## config.mk

```make
export PLATFORM = sky130hd
export DESIGN_NAME = poly_hash_mod_mersenne31_top
export DESIGN_NICKNAME = d
export VERILOG_FILES = /design/src/hw/rtl/phm31_pkg.sv /design/src/hw/rtl/poly_hash_mod_mersenne31_top.sv /design/src/hw/rtl/phm31_front.sv /design/src/hw/rtl/phm31_fifo.sv /design/src/hw/rtl/phm31_back.sv
export SDC_FILE = /design/constraint.sdc
export NUM_CORES = 2
export LEC_CHECK = 0
export BUFFER_PORTS_ARGS = -buffer_cell sky130_fd_sc_hd__buf_2
export CAP_MARGIN = 20
export CORE_MARGIN = 10
export CORE_UTILIZATION = 55
export CTS_BUF_LIST = sky130_fd_sc_hd__clkbuf_8
export DETAILED_ROUTE_END_ITERATION = 6
export HOLD_SLACK_MARGIN = 0.12
export PLACE_DENSITY = 0.78
export REMOVE_ABC_BUFFERS = 1
export SLEW_MARGIN = 20
export SYNTH_ARGS = -nofsm -noshare
export SYNTH_HDL_FRONTEND = slang
export SYNTH_SLANG_ARGS = --single-unit
```

## constraint.sdc

```tcl
create_clock -name clk -period 16.1 [get_ports clk]
set_clock_uncertainty 0.15 [all_clocks]
set_input_delay 0 -clock clk [delete_from_list [all_inputs] [get_ports clk]]
set_output_delay 0 -clock clk [all_outputs]
set_load 0.1 [all_outputs]
```

## src/hw/rtl/phm31_pkg.sv

```systemverilog
// ----------------------------------------------------------------------------
// phm31_pkg
// Shared types and constants for the Mersenne-31 polynomial hash block.
// ----------------------------------------------------------------------------
`default_nettype none

package phm31_pkg;

  localparam int KEY_W   = 32;
  localparam int HASH_W  = 31;
  localparam int CHUNK_W = 16;
  localparam int BYTE_W  = 8;

  localparam logic [HASH_W-1:0] MODULUS  = 31'h7FFF_FFFF;
  localparam logic [BYTE_W-1:0] PAD_MARK = 8'h80;

  localparam int DEF_QUEUE_DEPTH = 2;

  typedef struct packed {
    logic [CHUNK_W-1:0] chunk;
    logic               last;
  } chunk_cmd_t;

endpackage

`default_nettype wire

```

## src/hw/rtl/poly_hash_mod_mersenne31_top.sv

```systemverilog
// ----------------------------------------------------------------------------
// poly_hash_mod_mersenne31_top
// Keyed polynomial hash mod 2^31-1 over a byte stream, one hash per message.
// ----------------------------------------------------------------------------
// Input channel (in_valid/in_ready): one byte per transaction, with has_byte
// and last_flag. A last transaction pads the message and yields one hash.
// Config channel (cfg_valid/cfg_ready): writes hash_key and restarts the
// current message; always ready, write only while the block is idle.
// Output channel (out_valid/out_ready): one 31-bit hash per message.
// Flow: the front takes one byte per cycle into a short chunk queue while
// the queue has room and no pad chunk is pending; the hash engine takes
// each 16-bit chunk through add/reduce, multiply, fold and reduce, and
// accepts a new chunk only once it is through with the current one. When
// the last transaction completes a byte pair, a separate pad chunk is
// issued after it.
// A stalled receiver holds the hash in the output register; the engine then
// waits on the next final chunk while the front keeps filling the queue.
// Reset clears the key to 0, the accumulator, the queue and the output.
// ----------------------------------------------------------------------------
`default_nettype none

module poly_hash_mod_mersenne31_top #(
  parameter int QUEUE_DEPTH = phm31_pkg::DEF_QUEUE_DEPTH
) (
  input  wire                            clk,
  input  wire                            rst,
  input  wire                            in_valid,
  output logic                           in_ready,
  input  wire  [7:0]                     data_byte,
  input  wire                            has_byte,
  input  wire                            last_flag,
  input  wire                            cfg_valid,
  output logic                           cfg_ready,
  input  wire  [phm31_pkg::KEY_W-1:0]    hash_key,
  output logic                           out_valid,
  input  wire                            out_ready,
  output logic [phm31_pkg::HASH_W-1:0]   hash_value
);
  import phm31_pkg::*;

  logic [KEY_W-1:0] key;
  logic             restart;
  logic             push_valid;
  logic             push_ready;
  chunk_cmd_t       push_cmd;
  logic             cmd_valid;
  logic             cmd_ready;
  chunk_cmd_t       cmd;

  assign cfg_ready = 1'b1;
  assign restart   = cfg_valid && cfg_ready;

  always_ff @(posedge clk) begin
    if (rst) begin
      key <= '0;
    end else if (restart) begin
      key <= hash_key;
    end
  end

  phm31_front u_front (
    .clk        (clk),
    .rst        (rst),
    .restart    (restart),
    .in_valid   (in_valid),
    .in_ready   (in_ready),
    .data_byte  (data_byte),
    .has_byte   (has_byte),
    .last_flag  (last_flag),
    .push_valid (push_valid),
    .push_ready (push_ready),
    .push_cmd   (push_cmd)
  );

  phm31_fifo #(
    .DEPTH (QUEUE_DEPTH)
  ) u_fifo (
    .clk      (clk),
    .rst      (rst),
    .wr_valid (push_valid),
    .wr_ready (push_ready),
    .wr_data  (push_cmd),
    .rd_valid (cmd_valid),
    .rd_ready (cmd_ready),
    .rd_data  (cmd)
  );

  phm31_back u_back (
    .clk         (clk),
    .rst         (rst),
    .restart     (restart),
    .key         (key),
    .restart_key (hash_key),
    .cmd_valid   (cmd_valid),
    .cmd_ready   (cmd_ready),
    .cmd         (cmd),
    .out_valid   (out_valid),
    .out_ready   (out_ready),
    .hash_value  (hash_value)
  );

endmodule

`default_nettype wire

```

## src/hw/rtl/phm31_front.sv

```systemverilog
// ----------------------------------------------------------------------------
// phm31_front
// Accepts message bytes, pairs them into 16-bit chunks and issues chunk and
// padding commands to the queue.
// ----------------------------------------------------------------------------
`default_nettype none

module phm31_front (
  input  wire                            clk,
  input  wire                            rst,
  input  wire                            restart,
  input  wire                            in_valid,
  output logic                           in_ready,
  input  wire  [7:0]                     data_byte,
  input  wire                            has_byte,
  input  wire                            last_flag,
  output logic                           push_valid,
  input  wire                            push_ready,
  output phm31_pkg::chunk_cmd_t          push_cmd
);
  import phm31_pkg::*;

  logic              half;
  logic              half_next;
  logic [BYTE_W-1:0] held;
  logic [BYTE_W-1:0] held_next;
  logic              pad_pend;
  logic              pad_pend_next;
  logic              accept;

  always_comb begin
    in_ready      = !pad_pend && push_ready;
    accept        = in_valid && in_ready;
    push_valid    = 1'b0;
    push_cmd.chunk = {{BYTE_W{1'b0}}, PAD_MARK};
    push_cmd.last  = 1'b1;
    half_next     = half;
    held_next     = held;
    pad_pend_next = pad_pend;
    if (pad_pend) begin
      push_valid    = 1'b1;
      pad_pend_next = !push_ready;
    end else if (accept) begin
      if (has_byte && half) begin
        push_valid     = 1'b1;
        push_cmd.chunk = {data_byte, held};
        push_cmd.last  = 1'b0;
        half_next      = 1'b0;
        pad_pend_next  = last_flag;
      end else if (has_byte && last_flag) begin
        push_valid     = 1'b1;
        push_cmd.chunk = {PAD_MARK, data_byte};
        half_next      = 1'b0;
      end else if (has_byte) begin
        held_next = data_byte;
        half_next = 1'b1;
      end else if (last_flag) begin
        push_valid     = 1'b1;
        push_cmd.chunk = half ? {PAD_MARK, held} : {{BYTE_W{1'b0}}, PAD_MARK};
        half_next      = 1'b0;
      end
    end
  end

  always_ff @(posedge clk) begin
    if (rst || restart) begin
      half     <= 1'b0;
      pad_pend <= 1'b0;
      held     <= '0;
    end else begin
      half     <= half_next;
      pad_pend <= pad_pend_next;
      held     <= held_next;
    end
  end

  a_pad_blocks_input: assert property (@(posedge clk) disable iff (rst)
    pad_pend |-> !in_ready)
    else $error("input accepted while padding chunk pending");

  a_pad_after_pair: assert property (@(posedge clk) disable iff (rst)
    (accept && has_byte && half && last_flag && !restart) |=> pad_pend)
    else $error("padding chunk not scheduled after final pair");

  a_pad_is_last: assert property (@(posedge clk) disable iff (rst)
    pad_pend |-> (push_valid && push_cmd.last))
    else $error("pending padding not issued as final chunk");

endmodule

`default_nettype wire

```

## src/hw/rtl/phm31_fifo.sv

```systemverilog
// ----------------------------------------------------------------------------
// phm31_fifo
// Short command queue between the byte front end and the hash engine.
// ----------------------------------------------------------------------------
`default_nettype none

module phm31_fifo #(
  parameter int DEPTH = phm31_pkg::DEF_QUEUE_DEPTH
) (
  input  wire                    clk,
  input  wire                    rst,
  input  wire                    wr_valid,
  output logic                   wr_ready,
  input  phm31_pkg::chunk_cmd_t  wr_data,
  output logic                   rd_valid,
  input  wire                    rd_ready,
  output phm31_pkg::chunk_cmd_t  rd_data
);
  import phm31_pkg::*;

  localparam int AW = (DEPTH > 1) ? $clog2(DEPTH) : 1;
  localparam int CW = $clog2(DEPTH + 1);

  chunk_cmd_t      entries [DEPTH];
  logic [AW-1:0]   wr_ptr;
  logic [AW-1:0]   rd_ptr;
  logic [CW-1:0]   count;
  logic            push;
  logic            pop;

  assign wr_ready = (count != CW'(DEPTH));
  assign rd_valid = (count != '0);
  assign rd_data  = entries[rd_ptr];
  assign push     = wr_valid && wr_ready;
  assign pop      = rd_valid && rd_ready;

  always_ff @(posedge clk) begin
    if (push) begin
      entries[wr_ptr] <= wr_data;
    end
  end

  always_ff @(posedge clk) begin
    if (rst) begin
      wr_ptr <= '0;
      rd_ptr <= '0;
      count  <= '0;
    end else begin
      if (push) begin
        wr_ptr <= (wr_ptr == AW'(DEPTH - 1)) ? '0 : wr_ptr + 1'b1;
      end
      if (pop) begin
        rd_ptr <= (rd_ptr == AW'(DEPTH - 1)) ? '0 : rd_ptr + 1'b1;
      end
      if (push && !pop) begin
        count <= count + 1'b1;
      end else if (pop && !push) begin
        count <= count - 1'b1;
      end
    end
  end

  a_no_overflow: assert property (@(posedge clk) disable iff (rst)
    count <= CW'(DEPTH))
    else $error("queue count beyond depth");

  a_count_tracks: assert property (@(posedge clk) disable iff (rst)
    (push && !pop) |=> (count == $past(count) + 1'b1))
    else $error("queue count not incremented on push");

endmodule

`default_nettype wire

```

## src/hw/rtl/phm31_back.sv

```systemverilog
// ----------------------------------------------------------------------------
// phm31_back
// Horner engine: add chunk, reduce, multiply by key, reduce mod 2^31-1,
// and deliver the hash through an output register.
// ----------------------------------------------------------------------------
`default_nettype none

module phm31_back (
  input  wire                            clk,
  input  wire                            rst,
  input  wire                            restart,
  input  wire  [phm31_pkg::KEY_W-1:0]    key,
  input  wire  [phm31_pkg::KEY_W-1:0]    restart_key,
  input  wire                            cmd_valid,
  output logic                           cmd_ready,
  input  phm31_pkg::chunk_cmd_t          cmd,
  output logic                           out_valid,
  input  wire                            out_ready,
  output logic [phm31_pkg::HASH_W-1:0]   hash_value
);
  import phm31_pkg::*;

  localparam logic [1:0] ST_IDLE = 2'd0;
  localparam logic [1:0] ST_MUL  = 2'd1;
  localparam logic [1:0] ST_FOLD = 2'd2;
  localparam logic [1:0] ST_DONE = 2'd3;

  function automatic logic [HASH_W-1:0] reduce33(input logic [HASH_W+1:0] x);
    logic [HASH_W:0] t;
    t = {1'b0, x[HASH_W-1:0]} + {{(HASH_W-1){1'b0}}, x[HASH_W+1:HASH_W]};
    if (t >= {1'b0, MODULUS}) begin
      t = t - {1'b0, MODULUS};
    end
    return t[HASH_W-1:0];
  endfunction

  logic [1:0]              state;
  logic [KEY_W-1:0]        acc;
  logic [HASH_W-1:0]       sum_red;
  logic [HASH_W+KEY_W-1:0] prod;
  logic [HASH_W+1:0]       fold;
  logic                    final_chunk;
  logic [HASH_W-1:0]       acc_new;
  logic                    out_free;

  assign cmd_ready = (state == ST_IDLE);
  assign acc_new   = reduce33(fold);
  assign out_free  = !out_valid || out_ready;

  always_ff @(posedge clk) begin
    case (state)
      ST_IDLE: begin
        sum_red     <= reduce33({1'b0, acc} + {{(HASH_W+2-CHUNK_W){1'b0}}, cmd.chunk});
        final_chunk <= cmd.last;
      end
      ST_MUL:  prod <= sum_red * key;
      ST_FOLD: fold <= {2'b00, prod[HASH_W-1:0]} + {1'b0, prod[HASH_W+KEY_W-1:HASH_W]};
      default: ;
    endcase
  end

  always_ff @(posedge clk) begin
    if (rst) begin
      state      <= ST_IDLE;
      acc        <= '0;
      out_valid  <= 1'b0;
      hash_value <= '0;
    end else begin
      if (state == ST_DONE && final_chunk && out_free) begin
        out_valid <= 1'b1;
      end else if (out_ready) begin
        out_valid <= 1'b0;
      end
      if (restart) begin
        acc <= restart_key;
      end else if (state == ST_DONE && !final_chunk) begin
        acc <= {1'b0, acc_new};
      end else if (state == ST_DONE && out_free) begin
        acc <= key;
      end
      case (state)
        ST_IDLE: if (cmd_valid) state <= ST_MUL;
        ST_MUL:  state <= ST_FOLD;
        ST_FOLD: state <= ST_DONE;
        ST_DONE: begin
          if (!final_chunk || out_free) begin
            state <= ST_IDLE;
          end
          if (final_chunk && out_free) begin
            hash_value <= acc_new;
          end
        end
        default: state <= ST_IDLE;
      endcase
    end
  end

  a_pop_starts_chunk: assert property (@(posedge clk) disable iff (rst)
    (state == ST_IDLE && cmd_valid) |=> (state == ST_MUL))
    else $error("chunk popped but engine did not start");

  a_hash_in_range: assert property (@(posedge clk) disable iff (rst)
    out_valid |-> (hash_value != MODULUS))
    else $error("hash not fully reduced");

  a_acc_reduced: assert property (@(posedge clk) disable iff (rst)
    (state == ST_DONE && !final_chunk && !restart) |=> (acc < {1'b0, MODULUS}))
    else $error("accumulator not reduced after chunk");

  a_wait_holds: assert property (@(posedge clk) disable iff (rst)
    (state == ST_DONE && final_chunk && !out_free) |=> (state == ST_DONE))
    else $error("final chunk dropped while output busy");

endmodule

`default_nettype wire

```

==> reports/summary.txt <==
Total Wirelength: 133 mm
Setup crit start kind: register
share of synthesized registers carrying an async set or reset: 0
first-pass GRT wire length: 214 mm
die area: 98500 sq um
commonest cells after routing, fill and taps aside: inv_1, fa_1, nand2_1
post-DR wirelength/cell: 21.0 um
number of H-tree levels: 2
final setup margin: 6.79 ns
DRC viols: 0
Slew Limit Fails: 0
Fin. Hold Viols: 0
CP Max Fanout: 32
EDFF count, synth: 162
clk_lat worst skew: 0.63 ns
I/O Pins: 81
Initial Util: 0.556
DR vias: 37200
Die H: 314 um
Post-Place Cells: 6141
Antenna Nets Post-Route: 0
GPL Wtd Cong: 0.966
row count: 107
setup bufs post-CTS: 0
TritonRoute pass-1 iters: 6
CTS tree: yes
area grow syn2layout: 7.26%
Yosys top cell area share: 0.367
# Max-Cap Violations: 0
CTS max path bufs: 3
Syn Inst Count: 5132
Initial DRC Count: 3399
CP dominant cell by count: fa_1
Slew @ Worst Pin: 1.16 ns
post-synth cell types: 95
Synth Area in XOR/XNOR: 0.0297
post-synthesis mux area share: 0.0111
Setup TNS: 0 ns
Max stage delay on crit path: 1.09 ns
Max-slew headroom: 0.226
commonest non-fill, non-tap cell in the layout: inv_1
Avg Vias per Cell: 5.86
CP max stage cell: edfxtp_1
RSZ-0062 raised after global routing: no
hold_ws: 0.154 ns
vias in the first global route: 39400
PortBufs: 79
post-DP HPWL: 99.4 mm
die width: 314 um
largest family of logic cells by synthesized area: adder cells
Critical Path AT: 9.49 ns
Yosys warning count: 0
share of cells above drive strength 1: 0.0558
setup slack at placement: 6.95 ns
FMAX: 0.107 GHz
Total Nets Final: 6393
top_reg_cell synth: edfxtp_1
fin crit share: 0.578
Worst Setup End Kind: register
sequential area share after synthesis: 0.150
core area: 85400 sq um
largest cells by area after synthesis: fa_1, edfxtp_1, ha_1, and2_1, inv_1
hold crit path type: input port to register
Post-Syn Area: 47500 sq um
crit path time final: 9.31 ns
CTS buffer count: 47
Final Non-Filler Cells: 6346
cts repair resizes: 0
Simple-Gate Fraction of Synth Area: 0.186
WP data required: 16.28 ns
Synth Area in Compound Gates: 0.0818
pin count of the biggest net entering global routing: 110
worst setup path class: register to register
Post-Synth Adder-Cell Area: 0.450
clock sinks: 275
Mean Syn Cell Area: 9.25 sq um
root buf cell: clkbuf_8
endpoints failing setup: 0
#FFs+latches synth: 275
status: finished clean
GRT Total Usage: 0.273
initial antenna violation count: 10
grt ovf: 0
clk slew on worst S/H paths: 0.07 ns
CTS Hold Buffers Added: 108
area leader, netlist: fa_1
critical path: cells and delay by family, from the launching register on:
kind                     cells  cell delay, ns
adder cells (fa/ha/maj)      9            4.24
buffers and inverters        4            0.22
AND/OR/NAND/NOR              4            1.19
AO/OA/AOI/OAI                8            2.12
flip-flops                   1            1.09
final cells by class:
class                   count  area, sq um
diodes                      5         12.5
clock buffers              52          716
clock inverters            33          249
fillers                  7184        34500
inverters                 871         3270
multi-input cells        3709        36000
flip-flops and latches    275         7130
well taps                1144         1430
repair buffers            257         2090
cells by family after synthesis:
logic type,count (synthesis)
and+or+nand+nor,1728
xor gates and xnor gates,160
DFF,275
other,1
buffers and inverters,1148
adders and majority gates,1185
AOI/OAI and AO/OA,585
muxes,50
cell usage after synthesis (10+ instances only):
cell and count:
mux2i_1 30, o21ai_0 74, nand2b_1 31, and2_1 561, o21a_1 18, inv_1 871
nor4_1 12, a31oi_1 23, o21bai_1 14, a21o_1 57, fa_1 870, a22oi_1 11
or3_1 50, edfxtp_1 162, xor2_1 65, dfxtp_1 113, o211ai_1 21, nor3_1 53
mux2_2 19, clkbuf_1 254, a211o_1 22, a221o_1 15, nor2_2 10, buf_2 15
nand4_1 37, xnor2_1 94, ha_1 315, and3_1 27, a21oi_1 212, nor2_1 203
nand2_1 617, a211oi_1 22, nand3_1 46, nor2b_1 24
final timing paths:
path	cells after the start	startpoint	slack, ns	endpoint
max	25	u_back.sum_red[6]$_DFFE_PN_	6.79	u_back.prod[55]$_DFFE_PN_
min	4	hash_key[18]	0.15	key[18]$_SDFFE_PP0P_
max reg2reg	25	u_back.sum_red[6]$_DFFE_PN_	6.79	u_back.prod[55]$_DFFE_PN_
min reg2reg	2	u_back.hash_value[29]$_SDFFE_PP0P_	0.30	u_back.hash_value[29]$_SDFFE_PP0P_
routing by layer:
layer  GRT usage  routed length (um)  up-vias
li1            -                   -    16200
met1       0.347               50600    18800
met2       0.457               63800     1756
met3      0.0418               12000      441
met4       0.125                7100        6
met5           0                  34        -
through the flow:
step | cell area, sq um | util
2_1_floorplan | 46400 | -
3_3_place_gp | 48700 | 0.571
3_5_place_dp | 48700 | 0.571
4_1_cts | 50800 | 0.594
5_1_grt | 50900 | 0.596
6_report | 50900 | 0.596
sequential cells by signal (all words and copies together), names as in the netlist, 8 cells and up, named ones only:
signal / count
u_back.prod: 63
key: 32
u_back.fold: 33
u_back.sum_red: 31
u_front.held: 8
u_back.acc: 32
u_fifo.entries: 34
u_back.hash_value: 31
Power is left out: the tool's default activity adds up to more than one toggle a clock period on the data nets, which glitch-free logic cannot reach.
